<file path="config.mk">
export PLATFORM = sky130hd
export DESIGN_NAME = sound_voice_allocator
export DESIGN_NICKNAME = d
export VERILOG_FILES = /design/src/hw/rtl/sndva_pkg.sv /design/src/hw/rtl/sndva_pool_mem.sv /design/src/hw/rtl/sndva_ctrl.sv /design/src/hw/rtl/sound_voice_allocator.sv
export SDC_FILE = /design/constraint.sdc
export NUM_CORES = 1
export LEC_CHECK = 0
export ABC_AREA = 1
export BUFFER_PORTS_ARGS = -buffer_cell sky130_fd_sc_hd__buf_4
export CORE_MARGIN = 4
export CORE_UTILIZATION = 52
export CTS_CLUSTER_DIAMETER = 120
export CTS_CLUSTER_SIZE = 16
export DETAILED_ROUTE_END_ITERATION = 16
export PLACE_DENSITY = 0.67
export SETUP_SLACK_MARGIN = 0.1
export SLEW_MARGIN = 20
export SYNTH_ARGS = -nofsm -noshare
export SYNTH_HDL_FRONTEND = slang
export SYNTH_SLANG_ARGS = --single-unit
</file>
<file path="constraint.sdc">
create_clock -name i_clk -period 3.5 [get_ports i_clk]
set_input_delay 0.35 -clock i_clk [delete_from_list [all_inputs] [get_ports i_clk]]
set_output_delay 0.35 -clock i_clk [all_outputs]
set_load 0.03 [all_outputs]
</file>
<file path="src/hw/rtl/sndva_pkg.sv">
`timescale 1ns / 1ps
`default_nettype none

package sndva_pkg;

    localparam logic [8:0] FULL_VOLUME = 9'd256;
    localparam logic [3:0] MAX_VOICES_RESET = 4'd4;

    localparam logic CFG_MAX_VOICES     = 1'b0;
    localparam logic CFG_DEFAULT_VOLUME = 1'b1;

    localparam logic STAT_DONE       = 1'b0;
    localparam logic STAT_NOT_LOADED = 1'b1;

    typedef enum logic [2:0] {
        REQ_LOAD       = 3'd0,
        REQ_PLAY_DEF   = 3'd1,
        REQ_PLAY_VOL   = 3'd2,
        REQ_STOP_SOUND = 3'd3,
        REQ_STOP_ALL   = 3'd4,
        REQ_FINISHED   = 3'd5,
        REQ_CLEAR      = 3'd6
    } t_req_type;

    typedef enum logic [1:0] {
        KIND_NONE  = 2'd0,
        KIND_REUSE = 2'd1,
        KIND_NEW   = 2'd2,
        KIND_STEAL = 2'd3
    } t_kind;

    typedef enum logic [2:0] {
        S_IDLE,
        S_DECODE,
        S_SCAN,
        S_PICK,
        S_COMMIT,
        S_SWEEP_RD,
        S_SWEEP_WR,
        S_DONE
    } t_state;

    typedef struct packed {
        t_req_type  req_type;
        logic [3:0] sound_id;
        logic [2:0] slot;
        logic [8:0] volume;
    } t_request;

    typedef struct packed {
        logic       status;
        logic [2:0] voice_slot;
        t_kind      alloc_kind;
        logic [8:0] play_volume;
        logic [7:0] stopped_count;
    } t_result;

    typedef struct packed {
        logic rd_en;
        logic wr_en;
        logic set_valid;
        logic clr_valid;
    } t_mem_cmd;

    function automatic logic [8:0] sat_volume(input logic [8:0] v);
        return (v > FULL_VOLUME) ? FULL_VOLUME : v;
    endfunction

endpackage

`default_nettype wire

</file>
<file path="src/hw/rtl/sndva_pool_mem.sv">
`timescale 1ns / 1ps
`default_nettype none

module sndva_pool_mem #(
    parameter int DEPTH = 16,
    parameter int AW    = 4,
    parameter int DW    = 23
) (
    input  wire                  i_clk,
    input  wire                  i_rst_n,
    input  sndva_pkg::t_mem_cmd  i_cmd,
    input  wire  [AW-1:0]        i_rd_addr,
    input  wire  [AW-1:0]        i_wr_addr,
    input  wire  [DW-1:0]        i_wr_data,
    output logic [DW-1:0]        o_rd_data,
    output logic                 o_rd_loaded
);

    logic [DW-1:0]    r_mem [DEPTH];
    logic [DW-1:0]    r_rd_data;
    logic [DEPTH-1:0] r_valid;
    logic             r_rd_loaded;

    always_ff @(posedge i_clk) begin
        if (i_cmd.wr_en) begin
            r_mem[i_wr_addr] <= i_wr_data;
        end
        if (i_cmd.rd_en) begin
            r_rd_data <= r_mem[i_rd_addr];
        end
    end

    // one valid bit per row doubles as the loaded flag
    always_ff @(posedge i_clk) begin
        if (!i_rst_n) begin
            r_valid     <= '0;
            r_rd_loaded <= 1'b0;
        end else begin
            if (i_cmd.rd_en) begin
                r_rd_loaded <= r_valid[i_rd_addr];
            end
            if (i_cmd.clr_valid) begin
                r_valid <= '0;
            end else if (i_cmd.set_valid) begin
                r_valid[i_wr_addr] <= 1'b1;
            end
        end
    end

    assign o_rd_loaded = r_rd_loaded;
    assign o_rd_data   = r_rd_loaded ? r_rd_data : '0;

endmodule

`default_nettype wire

</file>
<file path="src/hw/rtl/sndva_ctrl.sv">
`timescale 1ns / 1ps
`default_nettype none

module sndva_ctrl #(
    parameter int NUM_SOUNDS = 16,
    parameter int MAX_SLOTS  = 8,
    parameter int AW         = 4,
    parameter int DW         = 23
) (
    input  wire                   i_clk,
    input  wire                   i_rst_n,
    input  wire                   i_req_valid,
    output logic                  o_req_ready,
    input  sndva_pkg::t_request   i_req,
    input  wire  [3:0]            i_max_voices,
    input  wire  [8:0]            i_default_volume,
    output logic                  o_res_valid,
    input  wire                   i_res_ready,
    output sndva_pkg::t_result    o_res,
    output sndva_pkg::t_mem_cmd   o_mem_cmd,
    output logic [AW-1:0]         o_rd_addr,
    output logic [AW-1:0]         o_wr_addr,
    output logic [DW-1:0]         o_wr_data,
    input  wire  [DW-1:0]         i_rd_data,
    input  wire                   i_rd_loaded
);

    localparam int SLW = (MAX_SLOTS > 1) ? $clog2(MAX_SLOTS) : 1;
    localparam int CW  = $clog2(MAX_SLOTS + 1);
    localparam int MS  = MAX_SLOTS;

    sndva_pkg::t_state    r_state, n_state;
    sndva_pkg::t_req_type r_req, n_req;
    sndva_pkg::t_kind     r_kind, n_kind;
    logic                 r_in_range, n_in_range;
    logic [AW-1:0]        r_addr, n_addr;
    logic [2:0]           r_slot, n_slot;
    logic [8:0]           r_vol, n_vol;
    logic [CW-1:0]        r_count, n_count;
    logic [SLW-1:0]       r_head, n_head;
    logic [MS-1:0]        r_play, n_play;
    logic [MS-1:0]        r_fin, n_fin;
    logic [CW-1:0]        r_i, n_i;
    logic [SLW-1:0]       r_p, n_p;
    logic [SLW-1:0]       r_vslot, n_vslot;
    logic                 r_status, n_status;
    logic [7:0]           r_stopped, n_stopped;
    logic [AW-1:0]        r_sweep, n_sweep;

    logic [8:0]     sid9;
    logic           in_range;
    logic [CW-1:0]  rd_count;
    logic [SLW-1:0] rd_head;
    logic [MS-1:0]  rd_play;
    logic [MS-1:0]  rd_fin;
    logic           known;
    logic [5:0]     slot6;
    logic           fin_hit;
    logic [MS-1:0]  slot_oh;
    logic [MS-1:0]  vslot_oh;
    logic [5:0]     limit;
    logic           scan_hit;
    logic           scan_last;
    logic [SLW-1:0] p_next;
    logic [SLW-1:0] head_next;
    logic           sweep_last;
    logic [8:0]     acc_sum;
    logic [5:0]     vslot6;

    assign sid9     = 9'(i_req.sound_id);
    assign in_range = sid9 < 9'(NUM_SOUNDS);

    assign rd_count = i_rd_data[CW-1:0];
    assign rd_head  = i_rd_data[CW +: SLW];
    assign rd_play  = i_rd_data[CW+SLW +: MS];
    assign rd_fin   = i_rd_data[CW+SLW+MS +: MS];
    assign known    = r_in_range & i_rd_loaded;

    assign slot6   = 6'(r_slot);
    assign slot_oh = MS'(1) << slot6[SLW-1:0];
    assign fin_hit = known && (slot6 < 6'(rd_count)) && (slot6 < 6'(MAX_SLOTS))
                     && rd_play[slot6[SLW-1:0]];

    assign limit = (i_max_voices == 4'd0) ? 6'd1 :
                   ((6'(i_max_voices) > 6'(MAX_SLOTS)) ? 6'(MAX_SLOTS) : 6'(i_max_voices));

    // ring walk: one logical voice per cycle
    assign scan_hit  = !r_play[r_p];
    assign scan_last = (r_i + CW'(1)) == r_count;
    assign p_next    = ((CW'(r_p) + CW'(1)) == r_count) ? '0 : r_p + SLW'(1);
    assign head_next = ((CW'(r_head) + CW'(1)) == r_count) ? '0 : r_head + SLW'(1);
    assign vslot_oh  = MS'(1) << r_vslot;

    assign sweep_last = r_sweep == AW'(NUM_SOUNDS - 1);
    assign acc_sum    = {1'b0, r_stopped} + 9'(rd_count);

    // next state
    always_comb begin
        n_state = r_state;
        case (r_state)
            sndva_pkg::S_IDLE: begin
                if (i_req_valid) begin
                    n_state = sndva_pkg::S_DECODE;
                end
            end
            sndva_pkg::S_DECODE: begin
                case (r_req)
                    sndva_pkg::REQ_PLAY_DEF, sndva_pkg::REQ_PLAY_VOL: begin
                        if (!known) begin
                            n_state = sndva_pkg::S_DONE;
                        end else if (rd_count == '0) begin
                            n_state = sndva_pkg::S_PICK;
                        end else begin
                            n_state = sndva_pkg::S_SCAN;
                        end
                    end
                    sndva_pkg::REQ_STOP_ALL, sndva_pkg::REQ_CLEAR: begin
                        n_state = sndva_pkg::S_SWEEP_RD;
                    end
                    default: begin
                        n_state = sndva_pkg::S_DONE;
                    end
                endcase
            end
            sndva_pkg::S_SCAN: begin
                if (scan_hit) begin
                    n_state = sndva_pkg::S_COMMIT;
                end else if (scan_last) begin
                    n_state = sndva_pkg::S_PICK;
                end
            end
            sndva_pkg::S_PICK: begin
                n_state = sndva_pkg::S_COMMIT;
            end
            sndva_pkg::S_COMMIT: begin
                n_state = sndva_pkg::S_DONE;
            end
            sndva_pkg::S_SWEEP_RD: begin
                n_state = sndva_pkg::S_SWEEP_WR;
            end
            sndva_pkg::S_SWEEP_WR: begin
                n_state = sweep_last ? sndva_pkg::S_DONE : sndva_pkg::S_SWEEP_RD;
            end
            sndva_pkg::S_DONE: begin
                if (i_res_ready) begin
                    n_state = sndva_pkg::S_IDLE;
                end
            end
            default: begin
                n_state = sndva_pkg::S_IDLE;
            end
        endcase
    end

    // handshake and memory control
    always_comb begin
        o_req_ready = 1'b0;
        o_res_valid = 1'b0;
        o_mem_cmd   = '0;
        o_rd_addr   = r_sweep;
        o_wr_addr   = r_addr;
        o_wr_data   = '0;
        case (r_state)
            sndva_pkg::S_IDLE: begin
                o_req_ready     = 1'b1;
                o_rd_addr       = sid9[AW-1:0];
                o_mem_cmd.rd_en = i_req_valid & in_range;
            end
            sndva_pkg::S_DECODE: begin
                case (r_req)
                    sndva_pkg::REQ_LOAD: begin
                        o_mem_cmd.wr_en     = r_in_range;
                        o_mem_cmd.set_valid = r_in_range;
                    end
                    sndva_pkg::REQ_STOP_SOUND: begin
                        o_mem_cmd.wr_en = known;
                        o_wr_data       = {{(2*MS){1'b0}}, rd_head, rd_count};
                    end
                    sndva_pkg::REQ_FINISHED: begin
                        o_mem_cmd.wr_en = fin_hit;
                        o_wr_data       = {rd_fin | slot_oh, rd_play, rd_head, rd_count};
                    end
                    default: begin
                        o_mem_cmd.wr_en = 1'b0;
                    end
                endcase
            end
            sndva_pkg::S_COMMIT: begin
                o_mem_cmd.wr_en = 1'b1;
                o_wr_data       = {r_fin & ~vslot_oh, r_play | vslot_oh, r_head, r_count};
            end
            sndva_pkg::S_SWEEP_RD: begin
                o_mem_cmd.rd_en = 1'b1;
            end
            sndva_pkg::S_SWEEP_WR: begin
                o_wr_addr           = r_sweep;
                o_mem_cmd.wr_en     = (r_req == sndva_pkg::REQ_STOP_ALL) & i_rd_loaded;
                o_wr_data           = {{(2*MS){1'b0}}, rd_head, rd_count};
                o_mem_cmd.clr_valid = (r_req == sndva_pkg::REQ_CLEAR) & sweep_last;
            end
            sndva_pkg::S_DONE: begin
                o_res_valid = 1'b1;
            end
            default: begin
                o_res_valid = 1'b0;
            end
        endcase
    end

    // datapath
    always_comb begin
        n_req      = r_req;
        n_kind     = r_kind;
        n_in_range = r_in_range;
        n_addr     = r_addr;
        n_slot     = r_slot;
        n_vol      = r_vol;
        n_count    = r_count;
        n_head     = r_head;
        n_play     = r_play;
        n_fin      = r_fin;
        n_i        = r_i;
        n_p        = r_p;
        n_vslot    = r_vslot;
        n_status   = r_status;
        n_stopped  = r_stopped;
        n_sweep    = r_sweep;
        case (r_state)
            sndva_pkg::S_IDLE: begin
                n_req      = i_req.req_type;
                n_in_range = in_range;
                n_addr     = sid9[AW-1:0];
                n_slot     = i_req.slot;
                n_vol      = (i_req.req_type == sndva_pkg::REQ_PLAY_DEF) ?
                             sndva_pkg::sat_volume(i_default_volume) :
                             sndva_pkg::sat_volume(i_req.volume);
                n_kind     = sndva_pkg::KIND_NONE;
                n_vslot    = '0;
                n_status   = sndva_pkg::STAT_DONE;
                n_stopped  = '0;
                n_sweep    = '0;
            end
            sndva_pkg::S_DECODE: begin
                case (r_req)
                    sndva_pkg::REQ_PLAY_DEF, sndva_pkg::REQ_PLAY_VOL: begin
                        if (!known) begin
                            n_status = sndva_pkg::STAT_NOT_LOADED;
                        end
                        // voices reported finished go back to stopped
                        n_count = rd_count;
                        n_head  = rd_head;
                        n_play  = rd_play & ~rd_fin;
                        n_fin   = rd_fin & ~rd_play;
                        n_p     = rd_head;
                        n_i     = '0;
                    end
                    sndva_pkg::REQ_STOP_SOUND: begin
                        if (!known) begin
                            n_status = sndva_pkg::STAT_NOT_LOADED;
                        end else begin
                            n_stopped = 8'(rd_count);
                        end
                    end
                    default: begin
                        n_status = r_status;
                    end
                endcase
            end
            sndva_pkg::S_SCAN: begin
                if (scan_hit) begin
                    n_vslot = r_p;
                    n_kind  = sndva_pkg::KIND_REUSE;
                end else begin
                    n_i = r_i + CW'(1);
                    n_p = p_next;
                end
            end
            sndva_pkg::S_PICK: begin
                if (6'(r_count) < limit) begin
                    n_vslot = SLW'(r_count);
                    n_count = r_count + CW'(1);
                    n_kind  = sndva_pkg::KIND_NEW;
                end else begin
                    n_vslot = r_head;
                    n_head  = head_next;
                    n_kind  = sndva_pkg::KIND_STEAL;
                end
            end
            sndva_pkg::S_SWEEP_WR: begin
                if (i_rd_loaded) begin
                    n_stopped = acc_sum[8] ? 8'hFF : acc_sum[7:0];
                end
                n_sweep = r_sweep + AW'(1);
            end
            default: begin
                n_sweep = r_sweep;
            end
        endcase
    end

    always_ff @(posedge i_clk) begin
        if (!i_rst_n) begin
            r_state <= sndva_pkg::S_IDLE;
        end else begin
            r_state <= n_state;
        end
    end

    always_ff @(posedge i_clk) begin
        r_req      <= n_req;
        r_kind     <= n_kind;
        r_in_range <= n_in_range;
        r_addr     <= n_addr;
        r_slot     <= n_slot;
        r_vol      <= n_vol;
        r_count    <= n_count;
        r_head     <= n_head;
        r_play     <= n_play;
        r_fin      <= n_fin;
        r_i        <= n_i;
        r_p        <= n_p;
        r_vslot    <= n_vslot;
        r_status   <= n_status;
        r_stopped  <= n_stopped;
        r_sweep    <= n_sweep;
    end

    assign vslot6 = 6'(r_vslot);

    always_comb begin
        o_res.status        = r_status;
        o_res.voice_slot    = vslot6[2:0];
        o_res.alloc_kind    = r_kind;
        o_res.play_volume   = (r_kind != sndva_pkg::KIND_NONE) ? r_vol : 9'd0;
        o_res.stopped_count = r_stopped;
    end

endmodule

`default_nettype wire

</file>
<file path="src/hw/rtl/sound_voice_allocator.sv">
// play walks the ring of a loaded sound's voices, one slot per cycle, before its result
// stop all and clear sweep the pool memory row by row, read-modify-write for stop all
// load, stop sound, finished events and unknown codes need no walk or sweep; one request at a time
// reset clears the per-sound valid bits at once (no clearing pass); max_voices comes up as 4
//   and default_volume as 256
`timescale 1ns / 1ps
`default_nettype none

module sound_voice_allocator #(
    parameter int NUM_SOUNDS = 16,
    parameter int MAX_SLOTS  = 8
) (
    input  wire         i_clk,
    input  wire         i_rst_n,
    input  wire         s_axis_tvalid,
    output logic        s_axis_tready,
    input  wire  [15:0] s_axis_tdata,   // sound_id[3:0], slot[6:4], volume[15:7]
    input  wire  [2:0]  s_axis_tuser,   // req_type[2:0]
    output logic        m_axis_tvalid,
    input  wire         m_axis_tready,
    output logic [23:0] m_axis_tdata,   // status[0], voice_slot[3:1], alloc_kind[5:4],
                                        // play_volume[14:6], stopped_count[22:15]
    input  wire         i_cfg_we,
    input  wire         i_cfg_index,
    input  wire  [8:0]  i_cfg_wdata
);

    localparam int AW  = (NUM_SOUNDS > 1) ? $clog2(NUM_SOUNDS) : 1;
    localparam int SLW = (MAX_SLOTS > 1) ? $clog2(MAX_SLOTS) : 1;
    localparam int CW  = $clog2(MAX_SLOTS + 1);
    localparam int DW  = CW + SLW + 2 * MAX_SLOTS;

    logic [3:0]          r_max_voices;
    logic [8:0]          r_default_volume;
    logic                r_out_valid;
    sndva_pkg::t_result  r_out;

    sndva_pkg::t_request req;
    sndva_pkg::t_result  res;
    sndva_pkg::t_mem_cmd mem_cmd;
    logic                res_valid;
    logic                res_ready;
    logic [AW-1:0]       rd_addr;
    logic [AW-1:0]       wr_addr;
    logic [DW-1:0]       wr_data;
    logic [DW-1:0]       rd_data;
    logic                rd_loaded;

    always_ff @(posedge i_clk) begin
        if (!i_rst_n) begin
            r_max_voices     <= sndva_pkg::MAX_VOICES_RESET;
            r_default_volume <= sndva_pkg::FULL_VOLUME;
        end else if (i_cfg_we) begin
            if (i_cfg_index == sndva_pkg::CFG_MAX_VOICES) begin
                r_max_voices <= i_cfg_wdata[3:0];
            end else begin
                r_default_volume <= i_cfg_wdata;
            end
        end
    end

    always_comb begin
        req.req_type = sndva_pkg::t_req_type'(s_axis_tuser);
        req.sound_id = s_axis_tdata[3:0];
        req.slot     = s_axis_tdata[6:4];
        req.volume   = s_axis_tdata[15:7];
    end

    sndva_ctrl #(
        .NUM_SOUNDS (NUM_SOUNDS),
        .MAX_SLOTS  (MAX_SLOTS),
        .AW         (AW),
        .DW         (DW)
    ) u_ctrl (
        .i_clk            (i_clk),
        .i_rst_n          (i_rst_n),
        .i_req_valid      (s_axis_tvalid),
        .o_req_ready      (s_axis_tready),
        .i_req            (req),
        .i_max_voices     (r_max_voices),
        .i_default_volume (r_default_volume),
        .o_res_valid      (res_valid),
        .i_res_ready      (res_ready),
        .o_res            (res),
        .o_mem_cmd        (mem_cmd),
        .o_rd_addr        (rd_addr),
        .o_wr_addr        (wr_addr),
        .o_wr_data        (wr_data),
        .i_rd_data        (rd_data),
        .i_rd_loaded      (rd_loaded)
    );

    sndva_pool_mem #(
        .DEPTH (NUM_SOUNDS),
        .AW    (AW),
        .DW    (DW)
    ) u_pool_mem (
        .i_clk       (i_clk),
        .i_rst_n     (i_rst_n),
        .i_cmd       (mem_cmd),
        .i_rd_addr   (rd_addr),
        .i_wr_addr   (wr_addr),
        .i_wr_data   (wr_data),
        .o_rd_data   (rd_data),
        .o_rd_loaded (rd_loaded)
    );

    // output register frees the engine while a result waits for its transfer
    assign res_ready = !r_out_valid || m_axis_tready;

    always_ff @(posedge i_clk) begin
        if (!i_rst_n) begin
            r_out_valid <= 1'b0;
        end else if (res_ready) begin
            r_out_valid <= res_valid;
        end
    end

    always_ff @(posedge i_clk) begin
        if (res_ready && res_valid) begin
            r_out <= res;
        end
    end

    assign m_axis_tvalid = r_out_valid;
    assign m_axis_tdata  = {1'b0, r_out.stopped_count, r_out.play_volume, r_out.alloc_kind,
                            r_out.voice_slot, r_out.status};

endmodule

`default_nettype wire
</file>
==> results.yml <==
outcome:
  outcome: "complete, no violations"
setup_path:
  crit_start: "u_ctrl.r_state[2]"
  reg2reg_slack_ns: 0.45
  worstPathRequired_ns: 3.79
  worstReg2RegEnd: "u_pool_mem.r_mem[0][3]"
  critPathKind: "reg2reg"
  cp-endpoint: "u_pool_mem.r_mem[0][3]"
  critPathLaunchType: "flop"
  worst_setup_path_end_kind: "flop"
  r2r_cells: 8
  reg2reg_from: "u_ctrl.r_state[2]"
  arrival_ns: 3.34
  critical_path.max_fanout: 14
place:
  dp_slack_ns: 0.5711
  placed_cell_area_mm2: 0.02342
  io_buffers: 58
  gp_congestion: 0.9350
  dpl.hpwl_mm: 34.63
sta:
  finalMaxSlewViolations: 0
  fin_tns_setup_ns: 0
  finClkSkew_ns: 0.02502
  period_minus_slack_ns: 3.046
  timing.final.ws_setup_ns: 0.4536
  rsz0062_at_grt: "false"
  setup_viol: 0
  fmax_mhz: 328.3
  tightest_slew_ns: 1.085
  post-route-period-util: 0.8704
  hold_viol: 0
  slew_headroom: 0.2759
  whs_ns: 0.03039
cts:
  htreeDepth: 2
  clk_pin_slew_worst_paths_ns: 0.08
  clkLatencyLatePin_ns: 0.58
  cts_root_buf: "clkbuf_16"
  cts_tree: "yes"
  cts_buffers: 38
  clockBufferDepth: 3
  clock-sinks: 515
global_route:
  grt_pass1_vias: 14390
  grt_max_degree: 97
  grt_use_total: 0.2412
  grt_overflow: 0
  antenna_found_initial: 0
  grt_pass1_wl_mm: 84.08
die:
  die-area_mm2: 0.04548
  core_area_mm2: 0.04120
  die_x_um: 213.3
  ioPinCount: 60
  die_h_um: 213.3
  num_rows: 74
  start_util: 0.5317
yosys:
  netlist_area_mm2: 0.02191
  synth.avg_cell_area_um2: 11.51
  synth_edf_count: 481
  syn_inst: 1903
  synth.distinct_cells: 43
  async_flop_share: 0
  yosysWarnings: 0
  synth-seq-area-share: 0.6904
  synth_seq_cells: 515
  mappedNetlistNets: 1952
  synth_flop_cell: "edfxtp_1"
cells_and_area:
  drive_above_1_share: 0.1031
  antenna_cells: 0
  nNetsFinal: 2035
  fillers: 3240
  seq_area_mm2: 0.01512
  fin_util: 0.5975
  area_growth_pct: 12.38
  multi_input_area_mm2: 0.005899
  stdcell_area_mm2: 0.02462
drt:
  finalWirelength_mm: 54.73
  drt_iter0_markers: 1785
  avgViaCountPerCell: 5.923
  wire_per_inst_um: 21.62
  dr.pass1.iters: 6
  vias: 14990
  drc_errors: 0
  postRouteAntennaNets: 0
run:
  drv_cap: 0
hold_path:
  min-delay-path-class: "in2reg"
  whs_path_depth: 3
power:
  powerDensity_mw_per_mm2: 851.1
  peakVddDrop_uv: 666.4
  leakagePower_uw: 0.008830
-- layer usage --
layer | share of wire | up-vias | GRT usage
met3 | 0.074 | 98 | 0.03306
met1 | 0.42 | 7301 | 0.3431
li1 | - | 6932 | -
met2 | 0.48 | 659 | 0.3958
met4 | 0.025 | 0 | 0.06753
met5 | 0 | - | 0
-- cell usage after synthesis (all sizes together) (15+ instances only) --
library cell / number / share of area
a21oi: 29 / 0.0066
o21ai: 258 / 0.059
buf: 53 / 0.013
dfxtp: 34 / 0.031
nor3: 15 / 0.0039
o211ai: 139 / 0.048
a21boi: 18 / 0.0062
nor2: 244 / 0.042
clkbuf: 43 / 0.0074
inv: 173 / 0.030
nand2: 240 / 0.042
edfxtp: 481 / 0.66
nand3: 100 / 0.023
-- worst min path at each step --
stage | start | end | slack, ns
2_1_floorplan | u_ctrl.r_status | m_axis_tdata[0] | 0.40
5_1_grt | i_cfg_wdata[6] | r_default_volume[6] | 0.03
4_1_cts | i_cfg_wdata[1] | r_max_voices[1] | 0.001
3_5_place_dp | u_ctrl.r_kind[1] | m_axis_tdata[5] | 0.44
3_3_place_gp | u_ctrl.r_kind[1] | m_axis_tdata[5] | 0.43
6_report | i_cfg_wdata[1] | r_max_voices[1] | 0.03
-- cell usage in the layout (no fill, tap or decap), types with 14 or more instances in the layout --
| cell | n |
|---|---|
| edfxtp_1 | 481 |
| nor2_1 | 240 |
| o211ai_1 | 139 |
| nand3_1 | 100 |
| inv_1 | 167 |
| ha_1 | 14 |
| a21boi_4 | 16 |
| dfxtp_1 | 34 |
| clkbuf_16 | 38 |
| buf_4 | 116 |
| o21ai_0 | 251 |
| nand2_1 | 236 |
| a21oi_1 | 29 |
-- stage by stage --
stage	cells	total power, µW
2_1_floorplan	1903	13890
3_3_place_gp	2465	16710
3_5_place_dp	2465	16870
4_1_cts	2531	20970
5_1_grt	2531	22200
6_report	2531	20950
-- cell families (layout without fill, tap and decap cells) --
logic type	after synthesis	in the layout	share of synthesized area
buffers and inverters	272	368	0.05095
XOR/XNOR	15	15	0.005997
other	1	1	0.0001712
AND/OR/NAND/NOR	619	619	0.1166
AO/OA/AOI/OAI	466	466	0.1270
adder cells (fa/ha/maj)	15	15	0.008910
flip-flops	515	515	0.6904
-- layout make-up --
| type | count | area share |
|---|---|---|
| sequential | 515 | 0.6144 |
| multi-input combinational | 1116 | 0.2396 |
| timing repair buffer | 139 | 0.04879 |
| clock buffer | 49 | 0.04030 |
| tap | 532 | 0.02704 |
| inverter | 176 | 0.02683 |
| clock inverter | 4 | 0.003049 |
-- timing repair --
action                                  in CTS  in global routing
endpoints found under the setup margin       0                  0
hold buffers                                13                  0
gates resized for setup                      0                  0
buffers inserted                             0                  0
hold endpoints to repair                    13                  0
-- flip-flops by register name (all words and copies together) (netlist names), 4 cells and up --
| name | count |
|---|---|
| u_pool_mem.r_mem | 368 |
| m_axis_tdata | 23 |
| u_pool_mem.r_rd_data | 23 |
| u_pool_mem.r_valid | 16 |
| r_default_volume | 9 |
| u_ctrl.r_vol | 9 |
| u_ctrl.r_fin | 8 |
| u_ctrl.r_play | 8 |
| u_ctrl.r_stopped | 8 |
| r_max_voices | 4 |
| u_ctrl.r_addr | 4 |
| u_ctrl.r_count | 4 |
| u_ctrl.r_i | 4 |
| u_ctrl.r_sweep | 4 |
-- worst max-delay path, cell delays in order, from the launching register on --
cell and delay (ns):
dfxtp_1 0.43, nand2_1 0.20, nor2_4 0.32, inv_2 0.17, o21ai_0 0.54, nand2_1 0.23
nor2_1 0.18, a21boi_4 0.46, buf_12 0.21
-- where the power goes --
part           internal (µW)  switching (µW)
Clock                   2020            2080
Combinational           2390            5940
Sequential              8030             492
Note: power is estimated with default switching activity, not from simulation.
